===== src/mavg_pkg.sv =====
package mavg_pkg;

  // configuration port
  localparam int CFG_IDX_W  = 1;
  localparam int CFG_DATA_W = 7;

  // register indexes
  localparam logic [CFG_IDX_W-1:0] REG_WINDOW_LENGTH  = 1'b0;
  localparam logic [CFG_IDX_W-1:0] REG_IMMEDIATE_MODE = 1'b1;

  // window length after reset
  localparam logic [CFG_DATA_W-1:0] WINDOW_LENGTH_RST = 7'd8;

  // input operations
  localparam logic OP_ADD     = 1'b0;
  localparam logic OP_RESTART = 1'b1;

  // result status codes
  localparam int STAT_W = 2;
  localparam logic [STAT_W-1:0] STAT_VALID   = 2'd0;
  localparam logic [STAT_W-1:0] STAT_WARMUP  = 2'd1;
  localparam logic [STAT_W-1:0] STAT_RESTART = 2'd2;

  // divider status seen by the sequencer
  typedef struct packed {
    logic busy;
    logic done;
  } div_stat_t;

endpackage


===== src/moving_average_window_core.sv =====
// Boxcar moving average. Each add word stores its sample in a ring of up to
// WINDOW_MAX entries and updates a running sum; once the window is full the
// oldest sample is dropped. The average is the sum divided by the window
// length (or by the count so far in immediate mode), truncated toward zero.
// Restart words, and any configuration write, clear the fill state. A restart
// word goes from idle to the done state; an add word that only warms up passes
// through the update state on the way; an add word that produces an average
// also passes through the divide state, where the bit-serial divider retires
// one quotient bit per cycle. The done state hands the result on once the output
// register is free. One word is in work at a time; a finished result waits in
// the output register while the next word is taken in.
module moving_average_window_core import mavg_pkg::*; #(
  parameter int WINDOW_MAX  = 64,
  parameter int SAMPLE_BITS = 16
) (
  input  logic                          clk,
  input  logic                          rst_n,
  input  logic                          in_valid,
  output logic                          in_ready,
  input  logic                          in_op,
  input  logic signed [SAMPLE_BITS-1:0] in_sample,
  output logic                          out_valid,
  input  logic                          out_ready,
  output logic signed [SAMPLE_BITS-1:0] out_average,
  output logic [STAT_W-1:0]             out_status,
  input  logic                          cfg_we,
  input  logic [CFG_IDX_W-1:0]          cfg_index,
  input  logic [CFG_DATA_W-1:0]         cfg_wdata
);

  localparam int POS_W = $clog2(WINDOW_MAX);
  localparam int LEN_W = $clog2(WINDOW_MAX + 1);
  localparam int SUM_W = SAMPLE_BITS + $clog2(WINDOW_MAX);

  typedef enum logic [3:0] {
    S_IDLE = 4'b0001,
    S_UPD  = 4'b0010,
    S_DIV  = 4'b0100,
    S_DONE = 4'b1000
  } state_t;

  state_t                  state_r, state_nxt;
  logic [CFG_DATA_W-1:0]   wl_r, wl_nxt;
  logic                    imm_r, imm_nxt;
  logic signed [SUM_W-1:0] sum_r, sum_nxt;
  logic [POS_W-1:0]        wpos_r, wpos_nxt;
  logic                    filled_r, filled_nxt;
  logic [POS_W-1:0]        pos_r, pos_nxt;
  logic [SAMPLE_BITS-1:0]  sample_r, sample_nxt;
  logic                    neg_r, neg_nxt;
  logic [SAMPLE_BITS-1:0]  res_avg_r, res_avg_nxt;
  logic [STAT_W-1:0]       res_stat_r, res_stat_nxt;
  logic                    out_valid_r, out_valid_nxt;
  logic [SAMPLE_BITS-1:0]  out_average_r, out_average_nxt;
  logic [STAT_W-1:0]       out_status_r, out_status_nxt;
  logic [SAMPLE_BITS-1:0]  rd_r;

  logic [SAMPLE_BITS-1:0]  mem [WINDOW_MAX];

  logic [LEN_W-1:0]        eff_len;
  logic [POS_W-1:0]        pos_fix;
  logic [LEN_W-1:0]        pos1;
  logic signed [SUM_W-1:0] new_ext;
  logic signed [SUM_W-1:0] old_ext;
  logic signed [SUM_W-1:0] sum_upd;
  logic [SUM_W-1:0]        div_dividend;
  logic [LEN_W-1:0]        div_divisor;
  logic [SUM_W-1:0]        div_quo;
  logic [SUM_W-1:0]        avg_full;
  logic                    div_start;
  logic                    mem_we;
  div_stat_t               div_st;

  // window length clamped to 1..WINDOW_MAX
  always_comb begin
    if (wl_r == '0) begin
      eff_len = LEN_W'(1);
    end else if (32'(wl_r) > WINDOW_MAX) begin
      eff_len = LEN_W'(WINDOW_MAX);
    end else begin
      eff_len = LEN_W'(wl_r);
    end
  end

  // write position, wrapped if the window shrank under it
  assign pos_fix = (32'(wpos_r) >= 32'(eff_len)) ? '0 : wpos_r;

  // sum update operands
  assign new_ext = SUM_W'($signed(sample_r));
  assign old_ext = SUM_W'($signed(rd_r));
  assign sum_upd = filled_r ? (sum_r - old_ext + new_ext) : (sum_r + new_ext);
  assign pos1    = LEN_W'(pos_r) + LEN_W'(1);

  // divider works on the magnitude, sign restored afterwards
  assign div_dividend = sum_upd[SUM_W-1] ? SUM_W'(-sum_upd) : SUM_W'(sum_upd);
  assign avg_full     = neg_r ? (SUM_W'(0) - div_quo) : div_quo;

  // sequencer and state update
  always_comb begin
    state_nxt       = state_r;
    wl_nxt          = wl_r;
    imm_nxt         = imm_r;
    sum_nxt         = sum_r;
    wpos_nxt        = wpos_r;
    filled_nxt      = filled_r;
    pos_nxt         = pos_r;
    sample_nxt      = sample_r;
    neg_nxt         = neg_r;
    res_avg_nxt     = res_avg_r;
    res_stat_nxt    = res_stat_r;
    out_valid_nxt   = out_valid_r;
    out_average_nxt = out_average_r;
    out_status_nxt  = out_status_r;
    div_start       = 1'b0;
    div_divisor     = eff_len;
    mem_we          = 1'b0;

    // register writes restart the window
    if (cfg_we) begin
      case (cfg_index)
        REG_WINDOW_LENGTH: begin
          wl_nxt     = cfg_wdata;
          sum_nxt    = '0;
          wpos_nxt   = '0;
          filled_nxt = 1'b0;
        end
        REG_IMMEDIATE_MODE: begin
          imm_nxt    = cfg_wdata[0];
          sum_nxt    = '0;
          wpos_nxt   = '0;
          filled_nxt = 1'b0;
        end
        default: ;
      endcase
    end

    if (out_valid_r && out_ready) begin
      out_valid_nxt = 1'b0;
    end

    case (state_r)
      S_IDLE: begin
        if (in_valid) begin
          if (in_op == OP_RESTART) begin
            sum_nxt      = '0;
            wpos_nxt     = '0;
            filled_nxt   = 1'b0;
            res_avg_nxt  = '0;
            res_stat_nxt = STAT_RESTART;
            state_nxt    = S_DONE;
          end else begin
            sample_nxt = in_sample;
            pos_nxt    = pos_fix;
            state_nxt  = S_UPD;
          end
        end
      end
      S_UPD: begin
        mem_we  = 1'b1;
        sum_nxt = sum_upd;
        if (!filled_r && (pos1 < eff_len) && !imm_r) begin
          // still filling, no average shown
          wpos_nxt     = POS_W'(pos1);
          res_avg_nxt  = '0;
          res_stat_nxt = STAT_WARMUP;
          state_nxt    = S_DONE;
        end else begin
          if (!filled_r && (pos1 < eff_len)) begin
            div_divisor = pos1;
          end
          if (!filled_r && (pos1 >= eff_len)) begin
            filled_nxt = 1'b1;
          end
          wpos_nxt  = (pos1 >= eff_len) ? '0 : POS_W'(pos1);
          neg_nxt   = sum_upd[SUM_W-1];
          div_start = 1'b1;
          state_nxt = S_DIV;
        end
      end
      S_DIV: begin
        if (div_st.done) begin
          res_avg_nxt  = avg_full[SAMPLE_BITS-1:0];
          res_stat_nxt = STAT_VALID;
          state_nxt    = S_DONE;
        end
      end
      S_DONE: begin
        if (!out_valid_r || out_ready) begin
          out_valid_nxt   = 1'b1;
          out_average_nxt = res_avg_r;
          out_status_nxt  = res_stat_r;
          state_nxt       = S_IDLE;
        end
      end
      default: state_nxt = S_IDLE;
    endcase
  end

  // control state
  always_ff @(posedge clk) begin
    if (!rst_n) begin
      state_r     <= S_IDLE;
      wl_r        <= WINDOW_LENGTH_RST;
      imm_r       <= 1'b0;
      sum_r       <= '0;
      wpos_r      <= '0;
      filled_r    <= 1'b0;
      out_valid_r <= 1'b0;
    end else begin
      state_r     <= state_nxt;
      wl_r        <= wl_nxt;
      imm_r       <= imm_nxt;
      sum_r       <= sum_nxt;
      wpos_r      <= wpos_nxt;
      filled_r    <= filled_nxt;
      out_valid_r <= out_valid_nxt;
    end
  end

  // payload registers
  always_ff @(posedge clk) begin
    pos_r         <= pos_nxt;
    sample_r      <= sample_nxt;
    neg_r         <= neg_nxt;
    res_avg_r     <= res_avg_nxt;
    res_stat_r    <= res_stat_nxt;
    out_average_r <= out_average_nxt;
    out_status_r  <= out_status_nxt;
  end

  // sample ring: read the oldest entry while idle, overwrite it on update
  always_ff @(posedge clk) begin
    if (mem_we) begin
      mem[pos_r] <= sample_r;
    end
    if (state_r == S_IDLE) begin
      rd_r <= mem[pos_fix];
    end
  end

  // serial divider
  mavg_div #(
    .DIVIDEND_W(SUM_W),
    .DIVISOR_W (LEN_W)
  ) u_div (
    .clk     (clk),
    .rst_n   (rst_n),
    .start   (div_start),
    .dividend(div_dividend),
    .divisor (div_divisor),
    .quotient(div_quo),
    .stat    (div_st)
  );

  assign in_ready    = (state_r == S_IDLE);
  assign out_valid   = out_valid_r;
  assign out_average = out_average_r;
  assign out_status  = out_status_r;

`ifndef SYNTH
  a_div_done_in_div: assert property (@(posedge clk) disable iff (!rst_n)
    div_st.done |-> (state_r == S_DIV))
    else $error("divider finished outside the divide step");

  a_wpos_in_window: assert property (@(posedge clk) disable iff (!rst_n)
    (state_r == S_IDLE) |-> (32'(wpos_r) < 32'(eff_len)))
    else $error("write position outside the window");

  a_result_from_done: assert property (@(posedge clk) disable iff (!rst_n)
    $rose(out_valid_r) |-> $past(state_r == S_DONE))
    else $error("result shown without a finished word");

  a_div_idle_when_idle: assert property (@(posedge clk) disable iff (!rst_n)
    (state_r == S_IDLE) |-> !div_st.busy)
    else $error("divider still running while idle");
`endif

endmodule


===== src/mavg_div.sv =====
module mavg_div import mavg_pkg::*; #(
  parameter int DIVIDEND_W = 22,
  parameter int DIVISOR_W  = 7
) (
  input  logic                  clk,
  input  logic                  rst_n,
  input  logic                  start,
  input  logic [DIVIDEND_W-1:0] dividend,
  input  logic [DIVISOR_W-1:0]  divisor,
  output logic [DIVIDEND_W-1:0] quotient,
  output div_stat_t             stat
);

  localparam int CNT_W = $clog2(DIVIDEND_W + 1);

  logic                  busy_r, busy_nxt;
  logic                  done_r, done_nxt;
  logic [CNT_W-1:0]      cnt_r, cnt_nxt;
  logic [DIVISOR_W-1:0]  rem_r, rem_nxt;
  logic [DIVISOR_W-1:0]  dvs_r, dvs_nxt;
  logic [DIVIDEND_W-1:0] quo_r, quo_nxt;
  logic [DIVISOR_W:0]    trial;
  logic                  fits;

  // one restoring step: bring down the next dividend bit and try a subtract
  always_comb begin
    trial = {rem_r, quo_r[DIVIDEND_W-1]};
    fits  = (trial >= {1'b0, dvs_r});
  end

  always_comb begin
    busy_nxt = busy_r;
    done_nxt = 1'b0;
    cnt_nxt  = cnt_r;
    rem_nxt  = rem_r;
    dvs_nxt  = dvs_r;
    quo_nxt  = quo_r;
    if (start) begin
      busy_nxt = 1'b1;
      cnt_nxt  = CNT_W'(DIVIDEND_W);
      rem_nxt  = '0;
      dvs_nxt  = divisor;
      quo_nxt  = dividend;
    end else if (busy_r) begin
      rem_nxt = fits ? DIVISOR_W'(trial - {1'b0, dvs_r}) : DIVISOR_W'(trial);
      quo_nxt = {quo_r[DIVIDEND_W-2:0], fits};
      cnt_nxt = cnt_r - 1'b1;
      if (cnt_r == CNT_W'(1)) begin
        busy_nxt = 1'b0;
        done_nxt = 1'b1;
      end
    end
  end

  // control state
  always_ff @(posedge clk) begin
    if (!rst_n) begin
      busy_r <= 1'b0;
      done_r <= 1'b0;
      cnt_r  <= '0;
    end else begin
      busy_r <= busy_nxt;
      done_r <= done_nxt;
      cnt_r  <= cnt_nxt;
    end
  end

  // datapath
  always_ff @(posedge clk) begin
    rem_r <= rem_nxt;
    dvs_r <= dvs_nxt;
    quo_r <= quo_nxt;
  end

  assign quotient  = quo_r;
  assign stat.busy = busy_r;
  assign stat.done = done_r;

`ifndef SYNTH
  a_busy_done_excl: assert property (@(posedge clk) disable iff (!rst_n)
    !(busy_r && done_r))
    else $error("divider busy and done together");

  a_done_after_busy: assert property (@(posedge clk) disable iff (!rst_n)
    $rose(done_r) |-> $past(busy_r))
    else $error("divider done without a running division");

  a_cnt_live: assert property (@(posedge clk) disable iff (!rst_n)
    busy_r |-> (cnt_r != '0))
    else $error("divider running with empty step count");
`endif

endmodule


===== config.mk =====
export PLATFORM = sky130hd
export DESIGN_NAME = moving_average_window_core
export DESIGN_NICKNAME = d
export VERILOG_FILES = /design/src/mavg_pkg.sv /design/src/moving_average_window_core.sv /design/src/mavg_div.sv
export SDC_FILE = /design/constraint.sdc
export NUM_CORES = 2
export LEC_CHECK = 0
export ABC_AREA = 1
export BUFFER_PORTS_ARGS = -buffer_cell sky130_fd_sc_hd__buf_2
export CAP_MARGIN = 40
export CORE_MARGIN = 5
export CORE_UTILIZATION = 59
export DETAILED_ROUTE_END_ITERATION = 10
export GPL_TIMING_DRIVEN = 0
export PLACE_DENSITY = 0.77
export SYNTH_ARGS = -nofsm -noshare
export SYNTH_HDL_FRONTEND = slang
export SYNTH_SLANG_ARGS = --single-unit

===== constraint.sdc =====
create_clock -name clk -period 4.8 [get_ports clk]
set_input_delay 0.48 -clock clk [delete_from_list [all_inputs] [get_ports clk]]
set_output_delay 0.48 -clock clk [all_outputs]
set_load 0.005 [all_outputs]

==> results by group <==
Placement
  – I/O Buffers: 49
  – Place WS: 0.194 ns
  – DPL Wire Length: 112 mm
  – Routability cong.: 0.984

Hold path
  – Worst hold-check path type: in2reg
  – WHS Endpoint: wl_r[1]
  – Min-delay src: cfg_wdata[1]
  – Cell depth of the worst hold path: 3

Clock tree
  – Clk root buf: clkbuf_16
  – Clock-pin slew on the worst setup and hold paths: 0.06 ns
  – Max clock buf depth: 3
  – Clock sink count: 1184
  – CTS H-tree lvls: 3
  – Setup Buffers After CTS: 0
  – Clk Latency, worst-skew pair: 0.71 ns
  – CTS tree: built
  – Number of buffers inserted during clock tree synthesis: 116

Global route
  – Vias in the first global route: 38400
  – Total GRT Usage: 31.2%
  – Initial antenna violation count: 3
  – Global routing's busiest layer: met2
  – Met2 Usage GRT: 49.9%
  – Largest net degree at the start of global routing: 28
  – First-pass GRT wire length: 229 mm
  – Grt met1 use: 40.1%
  – Total grt overflow: 0
  – Grt met3 use: 6.83%

Setup path
  – Worst Path Arrival: 5.04 ns
  – Crit path depth: 17
  – R2R Path End: rd_r[11]
  – Reg2Reg Depth: 17
  – CP top delay family: buffers and inverters
  – Critical setup path kind: reg2reg
  – Most common cell on crit path: nand3_1
  – Critical Path Max Stage Delay: 0.44 ns
  – Slowest CP cell: clkbuf_4
  – RR Startpoint: wpos_r[0]
  – Critical path required time: 5.20 ns
  – CP Capture Type: flop
  – CP bufs+invs: 6
  – Worst reg2reg setup slack: 0.16 ns
  – Crit path cell chain: buf_2 > clkbuf_2 > inv_1 > ha_1 > nand2_1 > nor2_1 > nand4_2 > nand3_1 > nor2_2 > inv_2 > clkbuf_4 > buf_2 > nand3_1 > nand3_1 > nand3_1 > nand3_1 > nand2_1
  – Worst Path Max Fanout: 10
  – CP Launch Type: flop

Timing
  – Final setup fails: 0
  – Min cycle time layout: 4.64 ns
  – Post-route setup slack: 0.164 ns
  – Worst Tran Pin Value: 1.06 ns
  – Number of hold violations in the final report: 0
  – Unrepaired setup endpoints after global routing: no
  – Final period utilization: 96.6%
  – FMAX: 0.216 GHz
  – Fin Clk Skew: 0.0221 ns
  – Final Slew Violations: 0
  – Slew margin rel.: 28.9%
  – Setup TNS: 0 ns

Synth
  – Number of synthesized flops with an enable pin: 1128
  – Syn Area/Cell: 10.3 sq um
  – Cells after Synth: 5194
  – Post-synth top flop: edfxtp_1
  – Synth warnings: 0
  – Post-synth ARST share: 0%
  – Seq/Total Area, Yosys: 65.3%
  – Syn Nets: 5315
  – Post-synth top area share: 63.2%
  – Yosys cell types: 48
  – Area contributors post-synth: edfxtp_1 63%, nand2_1 7.8%, nand3_1 6.2%
  – Flops & latches, synth: 1184
  – Area leader, netlist: edfxtp_1
  – Post-Syn Area: 53600 sq um

Finish
  – Area occupied by multi-input gates: 15200 sq um
  – Commonest cells after routing, fill and taps aside: 1128 x edfxtp_1, 1113 x nand2_1, 662 x nand3_1
  – Storage element area: 35000 sq um
  – Share of layout cells above drive strength 1: 10.0%
  – Final Net Count: 5637
  – Commonest non-fill, non-tap cell in the layout: edfxtp_1
  – Synth-to-layout area growth: 14.2%
  – Filler cell count: 6389

Power and ir drop
  – Worst vdd ir: 0.371 mV
  – Pleak: 0.0243 uW
  – Power Dens Cells: 363 nW/um^2

Floorplanning
  – Die Height: 311 um
  – Starting Density: 59.5%
  – Die Footprint: 97000 sq um
  – Core area: 90100 sq um
  – Ports: 50
  – Number of core rows: 110
  – Die W: 311 um

Routing
  – Vias: 40100
  – ANT nets after route: 0
  – Wire per inst: 22.7 um
  – Vias per cell: 5.91
  – Residual DRC count: 0
  – Initial DRT Pass Iterations: 8
  – DRT Wirelength: 154 mm
  – Initial drt markers: 5171

Status
  – Status: complete, no violations

Flow run
  – Maxcap violations: 0
[flip-flops by register name (all words and copies together) (netlist names), 2 cells and up]
register / flops
u_div.dvs_r: 7
wl_r: 7
state_r: 4
u_div.quotient: 22
res_stat_r: 2
rd_r: 16
res_avg_r: 16
sum_r: 22
sample_r: 16
out_average: 16
u_div.cnt_r: 5
mem: 1024
out_status: 2
u_div.rem_r: 7
pos_r: 6
wpos_r: 6
[timing repair]
item | CTS | global route
setup endpoints to repair | 0 | 12
hold buffers | 21 | 0
resized for setup | 0 | 3
endpoints found under the hold margin | 21 | 0
[worst register-to-register path, stage by stage, from the launching register on]
cell      delay, ns
dfxtp_1        0.32
buf_2          0.42
clkbuf_2       0.36
inv_1          0.08
ha_1           0.27
nand2_1        0.04
nor2_1         0.13
nand4_2        0.21
nand3_1        0.17
nor2_2         0.13
inv_2          0.38
clkbuf_4       0.45
buf_2          0.34
nand3_1        0.14
nand3_1        0.14
nand3_1        0.29
nand3_1        0.29
nand2_1        0.19
[area by class of cell]
class	count	area share (%)
sequential	1184	57.1
multi-input combinational	3163	24.9
clock buffer	154	5.08
timing repair buffer	204	4.24
inverter	603	3.70
tap	1176	2.40
buffer	244	1.89
clock inverter	59	0.652
antenna	2	0.00817
[metal layers]
metal | part of all wire, % | wire, um | vias up
met2 | 46 | 71400 | 2296
met4 | 6.4 | 9830 | 0
met3 | 11 | 16700 | 480
met5 | 0 | 0 | -
met1 | 37 | 56400 | 19100
li1 | - | - | 18200
[cells by family after synthesis]
kind of cell	count (synthesis)	share of synthesized area [%]
buf+inv	847	6.38
simple gates	2516	19.9
flops	1184	65.3
xor+xnor	15	0.245
fa+ha+maj	91	2.45
mux	1	0.0257
compound gates	540	5.69
[worst max path at each step]
stage | slack [ns] | endpoint | startpoint
floorplan | 0.59 | res_avg_r[0] | pos_r[0]
CTS | 0.14 | rd_r[8] | wpos_r[0]
global route | 0.004 | u_div.quotient[21] | sample_r[4]
detailed placement | 0.19 | rd_r[8] | wpos_r[0]
global placement | -1.65 | u_div.quotient[21] | sample_r[15]
finish | 0.16 | rd_r[11] | wpos_r[0]
[synth_stat cells (4+ instances only)]
cell	n
nor4_1	4
a31oi_1	6
or2_1	20
a21oi_1	135
fa_1	23
o21ai_0	261
dfxtp_1	56
ha_1	68
nand2_1	1113
edfxtp_1	1128
xnor2_1	4
xor2_1	11
nor2_2	7
buf_1	16
nand3b_1	8
buf_4	9
o211ai_1	114
o22ai_1	5
nor3_1	20
buf_2	121
and2_1	4
o31ai_1	4
inv_1	596
clkbuf_1	91
nand4_1	21
nand3_1	662
buf_6	7
or2_2	62
o21bai_1	4
nor2_1	583
o21ai_1	5
[power breakdown]
group,internal [uW],switching [uW]
Clock,4730,3820
Sequential,11500,133
Combinational,688,1330
Total,17000,5290
[stage by stage]
stage | cell area, sq um | util, % | cells | power, uW | hold slack [ns]
final | 61200 | 67.9 | 6789 | 22300 | 0.0359
after global routing | 61200 | 67.9 | 6787 | 23000 | 0.0384
after CTS | 61200 | 67.9 | 6786 | 22200 | 0.00564
after detailed placement | 57500 | 63.8 | 6552 | 13900 | 0.405
after global placement | 55300 | 61.4 | 6419 | 13600 | 0.401
after floorplan | 53600 | - | 5194 | 13100 | 0.400
Power figures use the tool's default switching activity.
